**src/rtl/core/mcd_pkg.sv**
```systemverilog
// Shared types and constants for the multi-click detector.
// No dependencies; used by mcd_in_if, mcd_history and the top level.
package mcd_pkg;

  typedef enum logic {
    OP_PRESS   = 1'b0,
    OP_RELEASE = 1'b1
  } mcd_op_t;

  localparam logic [15:0] CFG_INTERVAL_RESET = 16'd250;
  localparam logic [2:0]  BUTTON_MAX         = 3'd3;
  localparam logic [1:0]  RELEASE_SAT        = 2'd3;
  localparam logic [1:0]  RELEASE_DOUBLE_MIN = 2'd2;
  localparam logic [1:0]  RELEASE_TRIPLE_MIN = 2'd3;

  // One input event as seen at the accepting edge.
  typedef struct packed {
    mcd_op_t     op;
    logic [31:0] timestamp;
    logic [15:0] window_id;
    logic [2:0]  button;
  } mcd_event_t;

  // Classification of one event.
  typedef struct packed {
    logic double_hit;
    logic triple_hit;
  } mcd_flags_t;

endpackage

```
**src/rtl/core/mcd_in_if.sv**
```systemverilog
// Input request channel of the multi-click detector: valid/ready plus event fields.
// Depends on mcd_pkg.
interface mcd_in_if;
  logic            valid;
  logic            ready;
  mcd_pkg::mcd_op_t op;
  logic [31:0]     timestamp;
  logic [15:0]     window_id;
  logic [2:0]      button;

  modport source (output valid, op, timestamp, window_id, button, input ready);
  modport sink   (input valid, op, timestamp, window_id, button, output ready);
endinterface

```
**src/rtl/core/mcd_out_if.sv**
```systemverilog
// Result request channel of the multi-click detector: valid/ready plus click flags.
// No dependencies.
interface mcd_out_if;
  logic valid;
  logic ready;
  logic double_hit;
  logic triple_hit;

  modport source (output valid, double_hit, triple_hit, input ready);
  modport sink   (input valid, double_hit, triple_hit, output ready);
endinterface

```
**src/rtl/core/mcd_history.sv**
```systemverilog
// Press history registers and click classification for one event.
// Depends on mcd_pkg. Flags are combinational from the event and the stored history.
module mcd_history #(
  parameter int TIME_BITS   = 32,
  parameter int WINDOW_BITS = 16
) (
  input  logic               clk,
  input  logic               rst_n,
  input  logic               ev_take,
  input  mcd_pkg::mcd_event_t ev,
  input  logic [15:0]        interval,
  output mcd_pkg::mcd_flags_t flags
);

  logic [TIME_BITS-1:0]   last_time_r,  last_time_nxt;
  logic [TIME_BITS-1:0]   prior_time_r, prior_time_nxt;
  logic [WINDOW_BITS-1:0] last_win_r,   last_win_nxt;
  logic [WINDOW_BITS-1:0] prior_win_r,  prior_win_nxt;
  logic                   triple_r,     triple_nxt;
  logic [1:0]             rel_cnt_r,    rel_cnt_nxt;

  logic [63:0]            ts_ext;
  logic [63:0]            win_ext;
  logic [TIME_BITS-1:0]   ts;
  logic [WINDOW_BITS-1:0] win;
  logic [TIME_BITS-1:0]   base_last_time, base_prior_time;
  logic [WINDOW_BITS-1:0] base_last_win, base_prior_win;
  logic [TIME_BITS-1:0]   diff_last, diff_prior;
  logic [16:0]            lim2;
  logic                   near_last, near_prior, win_last, win_prior;
  logic [1:0]             rel_inc;
  logic                   is_press, is_wheel;
  logic                   dbl, tpl;

  assign ts_ext  = 64'(ev.timestamp);
  assign win_ext = 64'(ev.window_id);
  assign ts      = ts_ext[TIME_BITS-1:0];
  assign win     = win_ext[WINDOW_BITS-1:0];

  assign is_press = (ev.op == mcd_pkg::OP_PRESS);
  assign is_wheel = (ev.button > mcd_pkg::BUTTON_MAX);

  // A press after a triple starts from a cleared history.
  always_comb begin
    if (is_press && triple_r) begin
      base_last_time  = '0;
      base_prior_time = '0;
      base_last_win   = '0;
      base_prior_win  = '0;
    end else begin
      base_last_time  = last_time_r;
      base_prior_time = prior_time_r;
      base_last_win   = last_win_r;
      base_prior_win  = prior_win_r;
    end
  end

  assign lim2       = {interval, 1'b0};
  assign diff_last  = ts - base_last_time;
  assign diff_prior = ts - base_prior_time;
  assign near_last  = 65'(diff_last) <= 65'(interval);
  assign near_prior = 65'(diff_prior) <= 65'(lim2);
  assign win_last   = (win == base_last_win);
  assign win_prior  = (win == base_prior_win);

  assign rel_inc = (rel_cnt_r == mcd_pkg::RELEASE_SAT) ? rel_cnt_r : rel_cnt_r + 2'd1;

  always_comb begin
    dbl            = 1'b0;
    tpl            = 1'b0;
    last_time_nxt  = last_time_r;
    prior_time_nxt = prior_time_r;
    last_win_nxt   = last_win_r;
    prior_win_nxt  = prior_win_r;
    triple_nxt     = triple_r;
    rel_cnt_nxt    = rel_cnt_r;
    if (is_press) begin
      if (!is_wheel) begin
        dbl            = near_last && win_last;
        tpl            = near_prior && win_last && win_prior;
        triple_nxt     = tpl;
        last_time_nxt  = base_last_time;
        prior_time_nxt = base_prior_time;
        last_win_nxt   = base_last_win;
        prior_win_nxt  = base_prior_win;
        if (!dbl && !tpl) begin
          rel_cnt_nxt = '0;
        end
        if (!tpl) begin
          prior_time_nxt = base_last_time;
          last_time_nxt  = ts;
          prior_win_nxt  = base_last_win;
          last_win_nxt   = win;
        end
      end
    end else begin
      rel_cnt_nxt = rel_inc;
      dbl = (rel_inc >= mcd_pkg::RELEASE_DOUBLE_MIN) && near_last && win_last;
      tpl = (rel_inc >= mcd_pkg::RELEASE_TRIPLE_MIN) && near_prior && win_last && win_prior;
    end
  end

  assign flags.double_hit = dbl;
  assign flags.triple_hit = tpl;

  always_ff @(posedge clk) begin
    if (!rst_n) begin
      last_time_r  <= '0;
      prior_time_r <= '0;
      last_win_r   <= '0;
      prior_win_r  <= '0;
      triple_r     <= 1'b0;
      rel_cnt_r    <= '0;
    end else if (ev_take) begin
      last_time_r  <= last_time_nxt;
      prior_time_r <= prior_time_nxt;
      last_win_r   <= last_win_nxt;
      prior_win_r  <= prior_win_nxt;
      triple_r     <= triple_nxt;
      rel_cnt_r    <= rel_cnt_nxt;
    end
  end

endmodule

```
**src/rtl/core/multi_click_detector.sv**
```systemverilog
// Multi-click detector top level: config register, history unit, result register.
// Depends on mcd_pkg, mcd_in_if, mcd_out_if and mcd_history.
// The result is registered and valid in the cycle after the request is accepted.
// Throughput: one request per cycle; ready while the result register is empty or draining.
// Reset (synchronous, rst_n low): history and counters cleared, interval back to 250 ms,
// no result pending.
module multi_click_detector #(
  parameter int TIME_BITS   = 32,
  parameter int WINDOW_BITS = 16
) (
  input  logic             clk,
  input  logic             rst_n,
  mcd_in_if.sink           in_if,
  mcd_out_if.source        out_if,
  input  logic             cfg_we,
  input  logic [15:0]      cfg_wdata
);

  // Double click interval in ms; triple window is twice this.
  logic [15:0] interval_r;

  logic                out_valid_r;
  mcd_pkg::mcd_flags_t flags_r;
  mcd_pkg::mcd_flags_t flags;
  mcd_pkg::mcd_event_t ev;
  logic                take;

  // Result register drains and refills in the same cycle, so a new request
  // is taken whenever the held result is gone or leaving.
  assign in_if.ready = !out_valid_r || out_if.ready;
  assign take        = in_if.valid && in_if.ready;

  assign ev.op        = in_if.op;
  assign ev.timestamp = in_if.timestamp;
  assign ev.window_id = in_if.window_id;
  assign ev.button    = in_if.button;

  always_ff @(posedge clk) begin
    if (!rst_n) begin
      interval_r <= mcd_pkg::CFG_INTERVAL_RESET;
    end else if (cfg_we) begin
      interval_r <= cfg_wdata;
    end
  end

  // History state advances only on accepted requests; flags come out the same cycle.
  mcd_history #(
    .TIME_BITS   (TIME_BITS),
    .WINDOW_BITS (WINDOW_BITS)
  ) u_history (
    .clk      (clk),
    .rst_n    (rst_n),
    .ev_take  (take),
    .ev       (ev),
    .interval (interval_r),
    .flags    (flags)
  );

  always_ff @(posedge clk) begin
    if (!rst_n) begin
      out_valid_r <= 1'b0;
    end else if (take) begin
      out_valid_r <= 1'b1;
    end else if (out_if.ready) begin
      out_valid_r <= 1'b0;
    end
  end

  // Payload needs no reset.
  always_ff @(posedge clk) begin
    if (take) begin
      flags_r <= flags;
    end
  end

  assign out_if.valid      = out_valid_r;
  assign out_if.double_hit = flags_r.double_hit;
  assign out_if.triple_hit = flags_r.triple_hit;

endmodule
```
**src/flat_wrapper.sv**
```systemverilog
// flat-port wrapper written by rule: the top's interface ports become plain ports
module multi_click_detector_flat 
#(
  parameter int TIME_BITS   = 32,
  parameter int WINDOW_BITS = 16
)
  (clk, rst_n, cfg_we, cfg_wdata, in_if_valid, in_if_op, in_if_timestamp, in_if_window_id, in_if_button, in_if_ready, out_if_valid, out_if_double_hit, out_if_triple_hit, out_if_ready);
  mcd_in_if in_if_i ();
  mcd_out_if out_if_i ();
  input  logic clk;
  input  logic rst_n;
  input  logic cfg_we;
  input  logic [15:0] cfg_wdata;
  input wire logic [$bits(in_if_i.valid)-1:0] in_if_valid;
  input wire logic [$bits(in_if_i.op)-1:0] in_if_op;
  input wire logic [$bits(in_if_i.timestamp)-1:0] in_if_timestamp;
  input wire logic [$bits(in_if_i.window_id)-1:0] in_if_window_id;
  input wire logic [$bits(in_if_i.button)-1:0] in_if_button;
  output wire logic [$bits(in_if_i.ready)-1:0] in_if_ready;
  output wire logic [$bits(out_if_i.valid)-1:0] out_if_valid;
  output wire logic [$bits(out_if_i.double_hit)-1:0] out_if_double_hit;
  output wire logic [$bits(out_if_i.triple_hit)-1:0] out_if_triple_hit;
  input wire logic [$bits(out_if_i.ready)-1:0] out_if_ready;
  assign in_if_i.valid = in_if_valid;
  assign in_if_i.op = in_if_op;
  assign in_if_i.timestamp = in_if_timestamp;
  assign in_if_i.window_id = in_if_window_id;
  assign in_if_i.button = in_if_button;
  assign in_if_ready = in_if_i.ready;
  assign out_if_valid = out_if_i.valid;
  assign out_if_double_hit = out_if_i.double_hit;
  assign out_if_triple_hit = out_if_i.triple_hit;
  assign out_if_i.ready = out_if_ready;
  multi_click_detector #(.TIME_BITS(TIME_BITS), .WINDOW_BITS(WINDOW_BITS)) u_core (.clk(clk), .rst_n(rst_n), .in_if(in_if_i), .out_if(out_if_i), .cfg_we(cfg_we), .cfg_wdata(cfg_wdata));
endmodule
```
**config.mk**
```make
export PLATFORM = sky130hd
export DESIGN_NAME = multi_click_detector_flat
export DESIGN_NICKNAME = d
export VERILOG_FILES = /design/src/rtl/core/mcd_pkg.sv /design/src/rtl/core/mcd_in_if.sv /design/src/rtl/core/mcd_out_if.sv /design/src/rtl/core/mcd_history.sv /design/src/rtl/core/multi_click_detector.sv /design/src/flat_wrapper.sv
export SDC_FILE = /design/constraint.sdc
export NUM_CORES = 1
export LEC_CHECK = 0
export BUFFER_PORTS_ARGS = -buffer_cell sky130_fd_sc_hd__buf_2
export CAP_MARGIN = 10
export CORE_ASPECT_RATIO = 0.5
export CORE_MARGIN = 3
export CORE_UTILIZATION = 50
export CTS_CLUSTER_DIAMETER = 60
export DETAILED_ROUTE_END_ITERATION = 10
export PLACE_DENSITY = 0.7
export SYNTH_ARGS = -nofsm -noshare
export SYNTH_HDL_FRONTEND = slang
export SYNTH_SLANG_ARGS = --single-unit
```
**constraint.sdc**
```tcl
create_clock -name clk -period 4.6 [get_ports clk]
set_input_delay 0.46 -clock clk [delete_from_list [all_inputs] [get_ports clk]]
set_output_delay 0.46 -clock clk [all_outputs]
set_load 0.01 [all_outputs]
```
### Word-level counts from Yosys, hierarchy flattened

Cells that the tools add are included.

* register bits: 118
* input port bits: 73
* output and inout bits: 4
* word-level logic and storage cells: 61

* add/sub/neg operators: 3
* $lt $le $gt $ge: 5
* equal/unequal tests: 4
* muxes and demuxes: 18
* bitwise operators: 2
* reductions and logical operators: 19

Operator list (number)
* $mux 32: 4
* $mux 16: 4
* $sub 32x32->32: 2
* $eq 16x16->1: 2
* $le 32x16->1: 1
* $le 32x17->1: 1
* $logic_and 1x1->1: 11
* $mux 2: 4
* $mux 1: 6
* $reduce_and 3->1: 2
* $ge 2x2->1 const B: 2
* $reduce_bool 2->1: 2
* $gt 3x2->1 const B: 1
* $logic_not 1->1: 3
* $add 2x1->2 const B: 1
* $eq 2x2->1 const B: 1
* $ne 2x2->1 const B: 1
* $not 1->1: 2
* $logic_or 1x1->1: 1

### Depth between registers and ports, before layout

Gate-level depths: netlist (run 1).

* word-level depth: 12
* depth in mapped cells: 26
* depth with buffers taken out: 21

### Hierarchy

From an unflattened synthesis (run 1), not the netlist that was laid out.

* cell total of the unflattened synthesis: 1157
* area total of the unflattened synthesis: 9633.0 µm²

Modules (own cells, without submodules)
* mcd_history: instances 1, cells an instance 1099, area each 8927.3 µm², seq. area each 1981.9 µm²
* multi_click_detector: instances 1, cells an instance 58, area each 705.7 µm², seq. area each 400.4 µm²

### Least setup slack after synthesis (run 1)

Ideal clock, no wire load.

* path kind: input to register
* start point: in in_if_op
* end point: reg u_core.flags_r, in the netlist u_core.out_if.double_hit (data pin)
* library setup time: 158 ps
* arrival: 4793 ps
* required time: 4442 ps
* path slack: -352 ps
* stages: 20
* path buffers: 3
* cell sequence: nand2b_1 > buf_4 > clkbuf_1 > nand2_1 > ha_1 > a21o_1 > a21oi_1 > a21oi_1 > or3b_2 > a21o_1 > clkbuf_1 > xor2_1 > ha_1 > nand4_1 > nor4_1 > a21oi_1 > or4_1 > or4b_1 > nand4b_4 > a211oi_2

* longest elaborated chain between the ends: 8
* elaborated cells between the ends (all ways): 12
* those cells by class: 1 x add/sub; 1 x order compare; 1 x eq/ne; 4 x mux; 1 x bitwise; 4 x reduce/logical

RTL lines
* from (decl): line flat_wrapper.sv:15 `input wire logic [$bits(in_if_i.op)-1:0] in_if_op;`
* $not 1->1: line mcd_history.sv:40 `assign is_press = (ev.op == mcd_pkg::OP_PRESS);`
* $logic_and 1x1->1: line mcd_history.sv:45 `if (is_press && triple_r) begin`
* $mux 32: line mcd_history.sv:45
* $sub 32x32->32: line mcd_history.sv:59 `assign diff_last = ts - base_last_time;`
* $le 32x16->1: line mcd_history.sv:61 `assign near_last = 65'(diff_last) <= 65'(interval);`
* $logic_and 1x1->1, on equally long branches: line mcd_history.sv:79, mcd_history.sv:98
* $mux 1 or $logic_and 1x1->1 (tied branches): line mcd_history.sv:78, mcd_history.sv:98
* $mux 1 (*): line mcd_history.sv:77 `if (is_press) begin`
* via u_core.u_history.dbl: line mcd_history.sv:33 `logic dbl, tpl;`
* to (signal assigned): line multi_click_detector.sv:72 `flags_r <= flags;`
* to (decl): line multi_click_detector.sv:23 `mcd_pkg::mcd_flags_t flags_r;`

Mark *: on every way through the listed nets, which the timed path passes. The rest lies on a longest branch.
A chain may end at the register's enable or synchronous reset.

### Worst setup path after layout (run 1)

* start point: reg u_core.u_history.triple_r
* end point: reg u_core.flags_r, in the netlist u_core.out_if.double_hit (data pin)

* longest elaborated chain between the ends: 7
* elaborated cells between the ends (all ways): 11
* those cells by class: 1 x add/sub; 1 x order compare; 1 x eq/ne; 4 x mux; 4 x reduce/logical

RTL lines
* from (decl): line mcd_history.sv:19 `logic triple_r, triple_nxt;`
* from (signal assigned): line mcd_history.sv:119 `triple_r <= triple_nxt;`
* $logic_and 1x1->1 (*): line mcd_history.sv:45
* $mux 32: line mcd_history.sv:45
* $sub 32x32->32: line mcd_history.sv:59
* $le 32x16->1: line mcd_history.sv:61
* $logic_and 1x1->1, on equally long branches: line mcd_history.sv:79, mcd_history.sv:98
* $mux 1 or $logic_and 1x1->1 (tied branches): line mcd_history.sv:78, mcd_history.sv:98
* $mux 1 (*): line mcd_history.sv:77
* via u_core.u_history.dbl: line mcd_history.sv:33

Marked as above.

==> flow_summary.ini, run 1 <==
[sta]
slew_viol_final = 0
max-slew-margin-rel_pct = 54.80
layout_setup_ws_ns = 0.01234
final_min_period_over_clock_period_pct = 99.73
period_needed_ns = 4.588
timing.final.setup_violations = 0
timing.clock.skew_ns = 0.01415
rsz0062_at_grt = yes
final.setup.tns_ns = 0
worst_pin_slew_ns = 0.6709
fmax_mhz = 218.0
final_hold_viol_count = 0

[die]
fp.dieArea_mm2 = 0.02141
initial_core_util_pct = 52.13
floorplan.io_pins = 77
die_h_um = 105.0
die_x_um = 203.9
fp-row-count = 35
core_area_mm2 = 0.01879

[grt]
grt_antenna_before_repair = 0
grt-busiest-layer = met2
gr-usage-met3_pct = 7.283
overflow = 0
grt_start_max_net_pins = 42
grt_util_met2_pct = 48.44
via_count_of_the_first_global_routing_pass = 10090
grt_first_pass_wirelength_um = 53680
global_route.usage.met1_pct = 43.06
grtUsageTotal_pct = 31.50

[job]
drv_cap = 0

[drt]
drc = 0
routed_wire_length_per_instance_um = 20.87
route.antenna.remaining_nets = 0
detailedRoute.firstPassIterationCount = 5
finalWirelength_um = 35630
detailedRoute.firstIterationViolations = 1103
detailroute.via_count = 10850
average_via_count_per_standard_cell = 6.353

[placed_design]
dpl.hpwl_um = 25540
numPortBuffers = 74
detailedPlace.worstSlack_ns = -0.5941
gp_congestion = 0.9820

[logic_synthesis]
synthesis.area_mm2 = 0.009794
synth_enable_flop_cells = 2
synthesis.nets = 1377
synth_async_sr_flop_share_pct = 0
yosys.cell_types.count = 85
postSynthAreaPerCell_um2 = 8.121
post_synth_inst_count = 1206
synth-seq-cells = 118
synth-seq-area-share_pct = 24.32
yosys_warnings = 0
postSynth.topFlopCell = sky130_fd_sc_hd__dfxtp_1

[clock_tree]
clock_sinks = 118
clock_insertion_delay_worst_skew_ns = 0.44
clockRootBuffer = sky130_fd_sc_hd__clkbuf_16
cts_tree = built
path_clk_slew_ns = 0.06
cts_buffer_depth = 2
cts-buffers-inserted = 17
h-tree-depth = 4

[final_layout]
finish.net_count = 1607
drive_gt1_share_pct = 28.25
final_core_utilization_pct = 69.78
area.growth.synth_to_final_pct = 33.85
final_cell_mix = sky130_fd_sc_hd__buf_4 (175), sky130_fd_sc_hd__dfxtp_1 (115), sky130_fd_sc_hd__nand2_1 (114), sky130_fd_sc_hd__a22o_1 (96), sky130_fd_sc_hd__nor2_1 (94)
most_frequent_standard_cell_in_the_layout_excluding_fill_and_tap_cells = sky130_fd_sc_hd__buf_4
n_antenna_cell = 0

[run_status]
outcome = finished, final reports clean

[worst_setup_path]
crit_fanout = 8
crit_arrival_ns = 4.87
worstPathRequired_ns = 4.88
critical_path.startpoint = u_core.u_history.triple_r
cp-end-kind = flip-flop
r2r_start = u_core.u_history.triple_r
cp-start-kind = flip-flop
critical_path_class = reg -> reg

[worst_hold_path]
hold_start = cfg_wdata[1]
min_path_type = in -> reg

[power_and_ir_drop]
power.ir.vdd_worst_mv = 0.2459
p_leak_uw = 0.005408
pwr_density_cell_mw_per_mm2 = 266.5
cell usage after synthesis (all sizes together) (16+ instances only):
library cell / number / area [µm²]
and2: 16 / 102.6
o32ai: 16 / 140.1
a21oi: 74 / 374.1
xnor2: 41 / 359.1
a22o: 96 / 840.8
nor3: 21 / 105.1
ha: 96 / 1201
a211oi: 20 / 165.2
o21ai: 51 / 255.2
nand3: 25 / 125.1
nand2: 122 / 457.9
nand4: 23 / 143.9
inv: 38 / 142.6
nor4bb: 18 / 180.2
o211ai: 18 / 135.1
a31oi: 30 / 209.0
buf: 34 / 181.4
clkbuf: 30 / 112.6
dfxtp: 116 / 2322
nor2: 95 / 356.6
a21o: 25 / 187.7
final cells by class:
| cell class | instances | area, µm² |
|---|---|---|
| multi-input combinational | 986 | 7517 |
| fill | 1476 | 5677 |
| sequential | 118 | 2384 |
| timing repair buffer | 275 | 2160 |
| clock buffer | 20 | 456.7 |
| tap | 259 | 324.1 |
| inverter | 38 | 142.6 |
| clock inverter | 11 | 126.4 |
flip-flops by register name, summed over array words and instances (netlist names):
register / flops
u_core.u_history.last_time_r: 32
u_core.u_history.prior_time_r: 32
u_core.interval_r: 16
u_core.u_history.last_win_r: 16
u_core.u_history.prior_win_r: 16
u_core.u_history.rel_cnt_r: 2
u_core.out_if.double_hit: 1
u_core.out_if.triple_hit: 1
u_core.out_if.valid: 1
u_core.u_history.triple_r: 1
logic make-up after synthesis:
group | Yosys count | synth area share [%]
simple gates | 400 | 20.82
buf+inv | 102 | 4.458
xor+xnor | 54 | 4.829
fa+ha+maj | 98 | 12.67
flops | 118 | 24.32
compound gates | 418 | 31.25
mux | 16 | 1.648
worst max-delay path, stage by stage (launching register included):
cell and delay [ns]:
sky130_fd_sc_hd__dfxtp_2 0.33, sky130_fd_sc_hd__nand2b_4 0.13, sky130_fd_sc_hd__buf_8 0.16, sky130_fd_sc_hd__buf_6 0.11
sky130_fd_sc_hd__nand2_1 0.05, sky130_fd_sc_hd__ha_1 0.30, sky130_fd_sc_hd__a21oi_1 0.19, sky130_fd_sc_hd__o21ai_1 0.17
sky130_fd_sc_hd__or3b_4 0.43, sky130_fd_sc_hd__a21o_1 0.18, sky130_fd_sc_hd__xor2_1 0.14, sky130_fd_sc_hd__ha_1 0.28
sky130_fd_sc_hd__nand4_1 0.15, sky130_fd_sc_hd__a21oi_1 0.08, sky130_fd_sc_hd__a211oi_2 0.24, sky130_fd_sc_hd__a21oi_2 0.12
sky130_fd_sc_hd__or4_1 0.46, sky130_fd_sc_hd__or4b_1 0.52, sky130_fd_sc_hd__nand4b_4 0.22, sky130_fd_sc_hd__a211oi_2 0.17
power breakdown:
part | internal (µW) | total, µW | switching (µW)
Sequential | 1050 | 1070 | 21.0
Clock | 822 | 1340 | 522
Combinational | 489 | 1080 | 588
per-layer routing:
| layer | share of wire, % | vias up |
|---|---|---|
| li1 | - | 5072 |
| met2 | 43 | 499 |
| met1 | 45 | 5188 |
| met4 | 3.2 | 0 |
| met3 | 8.5 | 86 |
| met5 | 0 | - |
per-stage QoR:
stage	cell area (µm²)	power [µW]	hold slack [ns]	std cells
global placement	11660	2006	0.4585	1648
detailed placement	11660	2028	0.4658	1648
finish	13110	3494	0.2331	1707
CTS	12690	3420	0.2229	1694
global route	13110	3635	0.2398	1707
floorplan	9863	1656	0.4404	1206
repair_timing:
action,4_1_cts,5_1_grt
pin swaps,16,49
setup endpoints to repair,101,100
hold buffers,0,0
resized for setup,47,62
cloned,4,3
setup buffers,11,11
worst paths after layout:
check	end	slack, ns	cells after the start
setup / recovery	u_core.out_if.double_hit	0.01	19
hold / removal	u_core.interval_r[1]	0.23	3
setup reg to reg	u_core.out_if.double_hit	0.01	19
hold reg to reg	u_core.u_history.prior_time_r[18]	0.48	1
(Power assumes the default switching activity.)
==> run 2: changes to the inputs <==
Settings changed: CAP_MARGIN 10 to unset, CORE_ASPECT_RATIO 0.5 to unset.
==> run 2 against run 1 <==
Effect of this change:
- the run now ends with setup timing left
- clock power about the same
- combinational power about the same
- final area increased by 0.85%
- setup slack got worse by 0.13 ns
- hold slack improved by 0.0067 ns
- first-iteration DRC count decreased by 28%
- global-route usage decreased by 3.6 points
- sequential cell count unchanged
- via count decreased by 1.8%
- routed wire length decreased by 5.1%
- final cell count decreased by 0.53%
- largest cell class unchanged
==> flow_summary.ini, run 2 (synthesis gave the netlist of run 1 again) <==
[drt]
detailedRoute.firstIterationViolations = 798
average_via_count_per_standard_cell = 6.270
finalWirelength_um = 33800
route.antenna.remaining_nets = 0
detailroute.via_count = 10650
detailedRoute.firstPassIterationCount = 5
drc = 0
routed_wire_length_per_instance_um = 19.91

[sta]
fmax_mhz = 211.8
layout_setup_ws_ns = -0.1212
rsz0062_at_grt = yes
worst_pin_slew_ns = 0.6299
slew_viol_final = 0
final.hold.worst_slack_ns = 0.2398
timing.final.setup_violations = 74
final_hold_viol_count = 0
timing.clock.skew_ns = 0.01040
final_min_period_over_clock_period_pct = 102.6
max-slew-margin-rel_pct = 57.96
period_needed_ns = 4.721

[worst_setup_path]
worstPathRequired_ns = 4.87
crit_fanout = 7
cp-end-kind = flip-flop
cp-start-kind = flip-flop
crit_arrival_ns = 4.99
critical_path_class = reg -> reg

[final_layout]
multiInputGateArea_mm2 = 0.007642
area.growth.synth_to_final_pct = 34.99
finish.net_count = 1596
layout.cell_area.non_filler_mm2 = 0.01322
n_antenna_cell = 0
most_frequent_standard_cell_in_the_layout_excluding_fill_and_tap_cells = sky130_fd_sc_hd__buf_4
final_cell_mix = sky130_fd_sc_hd__buf_4 (158), sky130_fd_sc_hd__dfxtp_1 (115), sky130_fd_sc_hd__nand2_1 (111), sky130_fd_sc_hd__a22o_1 (96), sky130_fd_sc_hd__nor2_1 (94)
final_core_utilization_pct = 69.75
fillCellCount = 1477
drive_gt1_share_pct = 28.86
sequential_cell_area_mm2 = 0.002386
reg.largest.list = u_core.u_history.last_time_r (32), u_core.u_history.prior_time_r (32)
stdcell_count = 1698

[die]
die_h_um = 146.0
core_area_mm2 = 0.01896
fp-row-count = 50
initial_core_util_pct = 51.67
floorplan.io_pins = 77
fp.dieArea_mm2 = 0.02130
die_x_um = 146.0

[placed_design]
dp.cells = 1636
dpl.hpwl_um = 23880
dpl_cell_area_mm2 = 0.01160
detailedPlace.worstSlack_ns = -0.6075
gp_congestion = 0.9729
numPortBuffers = 74

[clock_tree]
path_clk_slew_ns = 0.07
clock_insertion_delay_worst_skew_ns = 0.44
clock_sinks = 118
clockRootBuffer = sky130_fd_sc_hd__clkbuf_16
cts_buffer_depth = 2
cts-buffers-inserted = 17
cts_tree = built
h-tree-depth = 4

[run_status]
outcome = finished with violations
violations = setup timing

[grt]
via_count_of_the_first_global_routing_pass = 9632
grt_start_max_net_pins = 32
overflow = 0
grtUsageTotal_pct = 27.93
grt_antenna_before_repair = 0
grt_first_pass_wirelength_um = 48880

[power_and_ir_drop]
pwr_density_cell_mw_per_mm2 = 263.6
power.ir.vdd_worst_mv = 0.2334
p_leak_uw = 0.005416

[job]
drv_cap = 0

[worst_hold_path]
min_path_type = in -> reg
run 2: final cells by class:
class | count | area share (%)
timing repair buffer | 264 | 16.25
inverter | 38 | 1.079
clock inverter | 15 | 1.145
sequential | 118 | 18.05
multi-input combinational | 986 | 57.80
tap | 260 | 2.460
clock buffer | 17 | 3.218
run 2: worst paths after layout:
kind / startpoint / to / slack, ns / cells after the start
setup / recovery: u_core.u_history.triple_r / u_core.out_if.double_hit / -0.12 / 21
hold reg to reg: u_core.u_history.prior_time_r[22] / u_core.u_history.prior_time_r[22] / 0.48 / 1
setup reg to reg: u_core.u_history.triple_r / u_core.out_if.double_hit / -0.12 / 21
hold / removal: cfg_wdata[1] / u_core.interval_r[1] / 0.24 / 3
run 2: critical path, cell delays in order (launching register included):
cell	delay, ns
sky130_fd_sc_hd__dfxtp_4	0.35
sky130_fd_sc_hd__nand2b_4	0.13
sky130_fd_sc_hd__buf_8	0.17
sky130_fd_sc_hd__buf_8	0.14
sky130_fd_sc_hd__clkbuf_16	0.13
sky130_fd_sc_hd__nand2_1	0.08
sky130_fd_sc_hd__ha_4	0.30
sky130_fd_sc_hd__nand4_1	0.15
sky130_fd_sc_hd__buf_4	0.17
sky130_fd_sc_hd__o221a_2	0.24
sky130_fd_sc_hd__o31a_1	0.13
sky130_fd_sc_hd__xnor2_1	0.20
sky130_fd_sc_hd__ha_1	0.27
sky130_fd_sc_hd__nand4_1	0.14
sky130_fd_sc_hd__buf_4	0.15
sky130_fd_sc_hd__a21oi_2	0.04
sky130_fd_sc_hd__a211oi_2	0.24
sky130_fd_sc_hd__a21oi_2	0.11
sky130_fd_sc_hd__or4_1	0.41
sky130_fd_sc_hd__or4b_1	0.51
sky130_fd_sc_hd__nand4b_4	0.23
sky130_fd_sc_hd__a211oi_2	0.24
run 2: layer usage:
layer | GRT usage [%] | vias to the layer above | wire length (µm) | part of all wire (%)
met4 | 6.933 | 0 | 750 | 2.2
met5 | 0 | - | 0 | 0
li1 | - | 5044 | - | -
met3 | 5.232 | 70 | 2608 | 7.7
met1 | 37.69 | 5125 | 14600 | 43
met2 | 46.20 | 407 | 15840 | 47
run 2: metrics by stage:
stage | setup TNS [ns] | total power, µW
4_1_cts | 0 | 3344
2_1_floorplan | 0 | 1656
5_1_grt | -27.63 | 3616
3_5_place_dp | -45.26 | 2008
3_3_place_gp | -43.23 | 1991
6_report | -3.011 | 3485
run 2: repair_timing:
| item | 4_1_cts | 5_1_grt |
|---|---|---|
| endpoints found under the setup margin | 100 | 101 |
| hold buffers | 0 | 0 |
| hold endpoints to repair | 0 | 0 |
| pin swaps | 7 | 62 |
| resized for setup | 24 | 102 |
| cloned | 1 | 9 |
| buffers inserted | 5 | 15 |
run 2: where the power goes:
group / internal [µW] / switching [µW] / total [µW]
sequential: 1050 / 20.7 / 1070
clock: 719 / 608 / 1330
combinational: 502 / 584 / 1090
total: 2270 / 1210 / 3490
